$ cat src/sv/dq_pkg.sv
// dq_pkg: shared constants, operation and status codes, and the cell control
// type for the deque core. No dependencies.
`default_nettype none

package dq_pkg;

  localparam int DEPTH_DEF = 64;
  localparam int DATA_W    = 32;
  localparam int MODE_W    = 3;
  localparam int STAT_W    = 2;

  localparam logic [MODE_W-1:0] MODE_CLEAR      = 3'd0;
  localparam logic [MODE_W-1:0] MODE_PUSH_FRONT = 3'd1;
  localparam logic [MODE_W-1:0] MODE_PUSH_BACK  = 3'd2;
  localparam logic [MODE_W-1:0] MODE_POP_FRONT  = 3'd3;
  localparam logic [MODE_W-1:0] MODE_POP_BACK   = 3'd4;

  localparam logic [STAT_W-1:0] STAT_DONE  = 2'd0;
  localparam logic [STAT_W-1:0] STAT_FULL  = 2'd1;
  localparam logic [STAT_W-1:0] STAT_EMPTY = 2'd2;

  // Broadcast to every cell in the row
  typedef struct packed {
    logic shift_in;   // push at front: take the left neighbour's word
    logic shift_out;  // pop at front: take the right neighbour's word
    logic snap;       // copy the stored word into the read-back stage
    logic walk;       // move the read-back stage one cell towards the front
  } dq_cell_ctrl_t;

endpackage

`default_nettype wire

$ cat src/sv/dq_cell.sv
// dq_cell: one slot of the deque row, a stored word and a read-back stage.
// Depends on dq_pkg.
`default_nettype none

module dq_cell
  import dq_pkg::*;
(
  input  wire logic              clk,
  input  wire dq_cell_ctrl_t     ctrl,
  input  wire logic              wr_en,
  input  wire logic [DATA_W-1:0] wr_data,
  input  wire logic [DATA_W-1:0] left_data,
  input  wire logic [DATA_W-1:0] right_data,
  input  wire logic [DATA_W-1:0] right_ret,
  output logic      [DATA_W-1:0] data,
  output logic      [DATA_W-1:0] ret
);

  logic [DATA_W-1:0] data_r;
  logic [DATA_W-1:0] data_nxt;
  logic [DATA_W-1:0] ret_r;
  logic [DATA_W-1:0] ret_nxt;

  always_comb begin
    data_nxt = data_r;
    if (ctrl.shift_in) begin
      data_nxt = left_data;
    end else if (ctrl.shift_out) begin
      data_nxt = right_data;
    end else if (wr_en) begin
      data_nxt = wr_data;
    end
  end

  always_comb begin
    ret_nxt = ret_r;
    if (ctrl.snap) begin
      ret_nxt = data_r;
    end else if (ctrl.walk) begin
      ret_nxt = right_ret;
    end
  end

  always_ff @(posedge clk) begin
    data_r <= data_nxt;
    ret_r  <= ret_nxt;
  end

  assign data = data_r;
  assign ret  = ret_r;

endmodule

`default_nettype wire

$ cat config.mk
export PLATFORM = sky130hd
export DESIGN_NAME = dq_cell
export DESIGN_NICKNAME = d
export VERILOG_FILES = /design/src/sv/dq_pkg.sv /design/src/sv/dq_cell.sv
export SDC_FILE = /design/constraint.sdc
export NUM_CORES = 1
export LEC_CHECK = 0
export BUFFER_PORTS_ARGS = -buffer_cell sky130_fd_sc_hd__buf_4
export CORE_MARGIN = 4
export CORE_UTILIZATION = 43
export DETAILED_ROUTE_END_ITERATION = 8
export GPL_TIMING_DRIVEN = 1
export PLACE_DENSITY = 0.87
export RECOVER_POWER = 100
export SYNTH_ARGS = -nofsm -noshare
export SYNTH_HDL_FRONTEND = slang
export SYNTH_SLANG_ARGS = --single-unit
$ cat constraint.sdc
create_clock -name clk -period 2.23 [get_ports clk]
set_input_delay 0.446 -clock clk [delete_from_list [all_inputs] [get_ports clk]]
set_output_delay 0.446 -clock clk [all_outputs]
set_load 0.03 [all_outputs]
# Yosys cells after proc, flatten, opt, wreduce, memory -nomap -nowiden

Index checks and enable logic that the tools add are counted.

Bits in registers: 64
Output and inout port bits: 64

Reduce and logical (&&, ||, !) cells: 2
Muxes and demuxes: 5

Operator list:

| cell              | number |
|---|---|
| $mux 32           | 5 |
| $reduce_bool 3->1 | 1 |
| $reduce_bool 2->1 | 1 |

# Depth between registers and ports, before layout

Depth after elaboration: 3
Depth in mapped cells: 4
Mapped depth without buffers: 2

# Least setup slack after synthesis

Ideal clock, no wire load.

Path type: input to register
Start point: in ctrl[1] (netlist bit)
End point: reg ret_r[0], in the netlist ret[0], enable pin
Stages on the path: 3
Data required time: 1.840 ns
Arrival time: 1.468 ns
Slack: 0.371 ns
Path buffers: 2
Cell sequence: buf_6 > buf_12 > or2_1

Cells in the longest elaborated chain, start to end: 1

RTL lines:

| item                               | RTL line      | text |
|---|---|---|
| start: declaration                 | dq_cell.sv:9  | `input wire dq_cell_ctrl_t ctrl,` |
| $reduce_bool 2->1 (no source line) | -             |  |
| end signal: assignment             | dq_cell.sv:46 | `ret_r <= ret_nxt;` |
| end: declaration                   | dq_cell.sv:21 | `logic [DATA_W-1:0] ret_r;` |

Every way passes these cells.
A chain may end at the register's enable or synchronous reset.

# Final worst setup path

Start point: in ctrl[2] (netlist bit)
End point: reg data_r[19], in the netlist data[19], data pin

Cells in the longest elaborated chain, start to end: 2

RTL lines:

| item                   | RTL line      | text |
|---|---|---|
| $mux 32                | dq_cell.sv:28 | `end else if (ctrl.shift_out) begin` |
| $mux 32                | dq_cell.sv:26 | `if (ctrl.shift_in) begin` |
| net data_nxt[19]       | dq_cell.sv:20 | `logic [DATA_W-1:0] data_nxt;` |
| end signal: assignment | dq_cell.sv:45 | `data_r <= data_nxt;` |
| end: declaration       | dq_cell.sv:19 | `logic [DATA_W-1:0] data_r;` |

The timed path passes the listed nets, and every way through them passes these cells.

==> impl_metrics.ini <==
[place]
place_hpwl_um = 7110
place_congestion = 0.779
portBuffers = 197
dpl_worst_slack_ns = 0.445

[sta]
period_needed_ns = 1.72
hold_violations = 0
tightest_slew_ns = 0.808
setup_ws_ns = 0.515
clock.fmax_mhz = 583
setup_violations = 0
drv_slew = 0
slew_headroom_pct = 46.1
hold_ws_ns = 0.396
finClkSkew_ns = 0.00593
tns_ns = 0
rsz0062_at_grt = false
period_share_pct = 76.9

[setup_path]
critPathMaxStageDelay_ns = 0.58
start_kind = input port
r2r-start = data[3]
end_kind = register
worst_path_max_delay_cell = clkbuf_2
path_cells = buf_4 -> clkbuf_2 -> mux2i_1 -> o21ai_0
path_buf_inv = 2
crit_family = buffers and inverters
path_class = in -> reg
worstPathRequired_ns = 2.26
worstPathMaxFanout = 19
cp-startpoint = ctrl[2]
critPathArrivalTime_ns = 1.75

[global_route]
grt-ovfl-total = 0
antenna_found_initial = 0
grt_pass1_vias = 2562
track_usage_pct = 19.4
grt_pass1_wl_um = 12800
grt_max_degree = 44

[detailed_routing]
drt-initial-drc-count = 86
first_pass_iters = 4
routed_via_density = 4.78
wl_per_cell_um = 17.4
routed_wl_um = 8920
dr_total_vias = 2454
drc = 0
ant_nets = 0

[clock_network]
cts_root_buf = clkbuf_8
insertion_delay_ns = 0.32
cts_hold_buffers = 0
postCtsSetupBuffers = 0
cts-buffers-inserted = 9
clk_pin_slew_ns = 0.07
clock_path_buffers = 2
cts.sinks = 64
cts-resized-gates = 0
cts_tree = done
cts_max_level = 3

[logic_synthesis]
yosysUniqueCellTypes = 13
syn-cell-area_mm2 = 0.00318
yosysTopAreaCellShare_pct = 60.4
ys_seq_elements = 64
yosysMostFrequentCell = edfxtp_1
ys_warn_count = 0
syn_nets = 343
ys.flop_type = edfxtp_1
async_flop_share_pct = 0
synth_area_per_cell_um2 = 15.2
synth_commonest_cells = 64 x edfxtp_1, 32 x mux2i_1, 32 x nand2_1
yosysTopAreaCell = edfxtp_1
yosysSeqAreaShare_pct = 60.4
synthCells = 209
yosys-top-cells-area = edfxtp_1 60%, mux2_4 14%, mux2i_1 10%
synth-edff-count = 64

[finish]
antenna_cells = 0
fin_util_pct = 61.8
area_growth_syn_to_layout_pct = 40.1
nets = 543
drive_gt1_share_pct = 37.2

[floorplanning]
fp-row-count = 31
die_w_um = 94.0
core_area_mm2 = 0.00721
start_util_pct = 44.1
dieArea_mm2 = 0.00884
chipHeight_um = 94.0
num_io_pins = 198

[power_and_ir_drop]
power.total_w = 0.00313
power_density_mw_per_mm2 = 702
peakVddDrop_mv = 0.378
p_leak_nw = 1.93

[run]
cap_violations = 0

[run_status]
status = completed

[worst_hold_path]
hp-class = in -> reg
hold_start = left_data[18]
worst paths after layout:
check                   to  slack, ns  cells past startpoint
setup / recovery  data[19]       0.51                      4
hold / removal    data[18]       0.40                      3
setup reg to reg    ret[3]       1.20                      1
hold reg to reg    ret[30]       0.56                      1
registers in the layout, summed over array words and instances, names as in the netlist:
register,count
data,32
ret,32
where the power goes:
| part | leakage (nW) | switching [W] | internal, W |
|---|---|---|---|
| Sequential | 0.667 | 0.0000585 | 0.00149 |
| Combinational | 1.18 | 0.000481 | 0.000287 |
| Clock | 0.0778 | 0.000411 | 0.000397 |
placed cells by master (no fill, tap or decap), drive strengths merged:
master,count
clkbuf,83
mux2i,32
clkinv,3
edfxtp,64
or3,1
o21ai,32
mux2,32
nand2,32
or2,1
clkinvlp,1
buf,133
through the flow:
step | instance area [µm²] | instances
CTS | 4820 | 513
global route | 4460 | 513
detailed placement | 4660 | 497
finish | 4460 | 513
global placement | 4660 | 497
floorplan | 3180 | 209
routing by layer:
| metal | global-route usage (%) | vias to the layer above | wire [µm] |
|---|---|---|---|
| met2 | 36.8 | 120 | 4960 |
| met5 | 0 | - | 0 |
| met1 | 20.2 | 1146 | 3130 |
| met3 | 5.45 | 12 | 680 |
| met4 | 6.86 | 0 | 150 |
| li1 | - | 1176 | - |
logic make-up after synthesis:
logic type	Yosys count	share of synthesized area, %
muxes	64	24.8
and+or+nand+nor	34	4.17
DFF	64	60.4
buffers and inverters	15	5.55
AOI/OAI and AO/OA	32	5.04
area by class of cell:
class,count,area (µm²)
clock buffers,12,135
clock inverters,4,21.3
fillers,681,2760
multi-input cells,130,985
flip-flops and latches,64,1920
well taps,99,124
repair buffers,204,1270
Power figures use the tool's default switching activity.
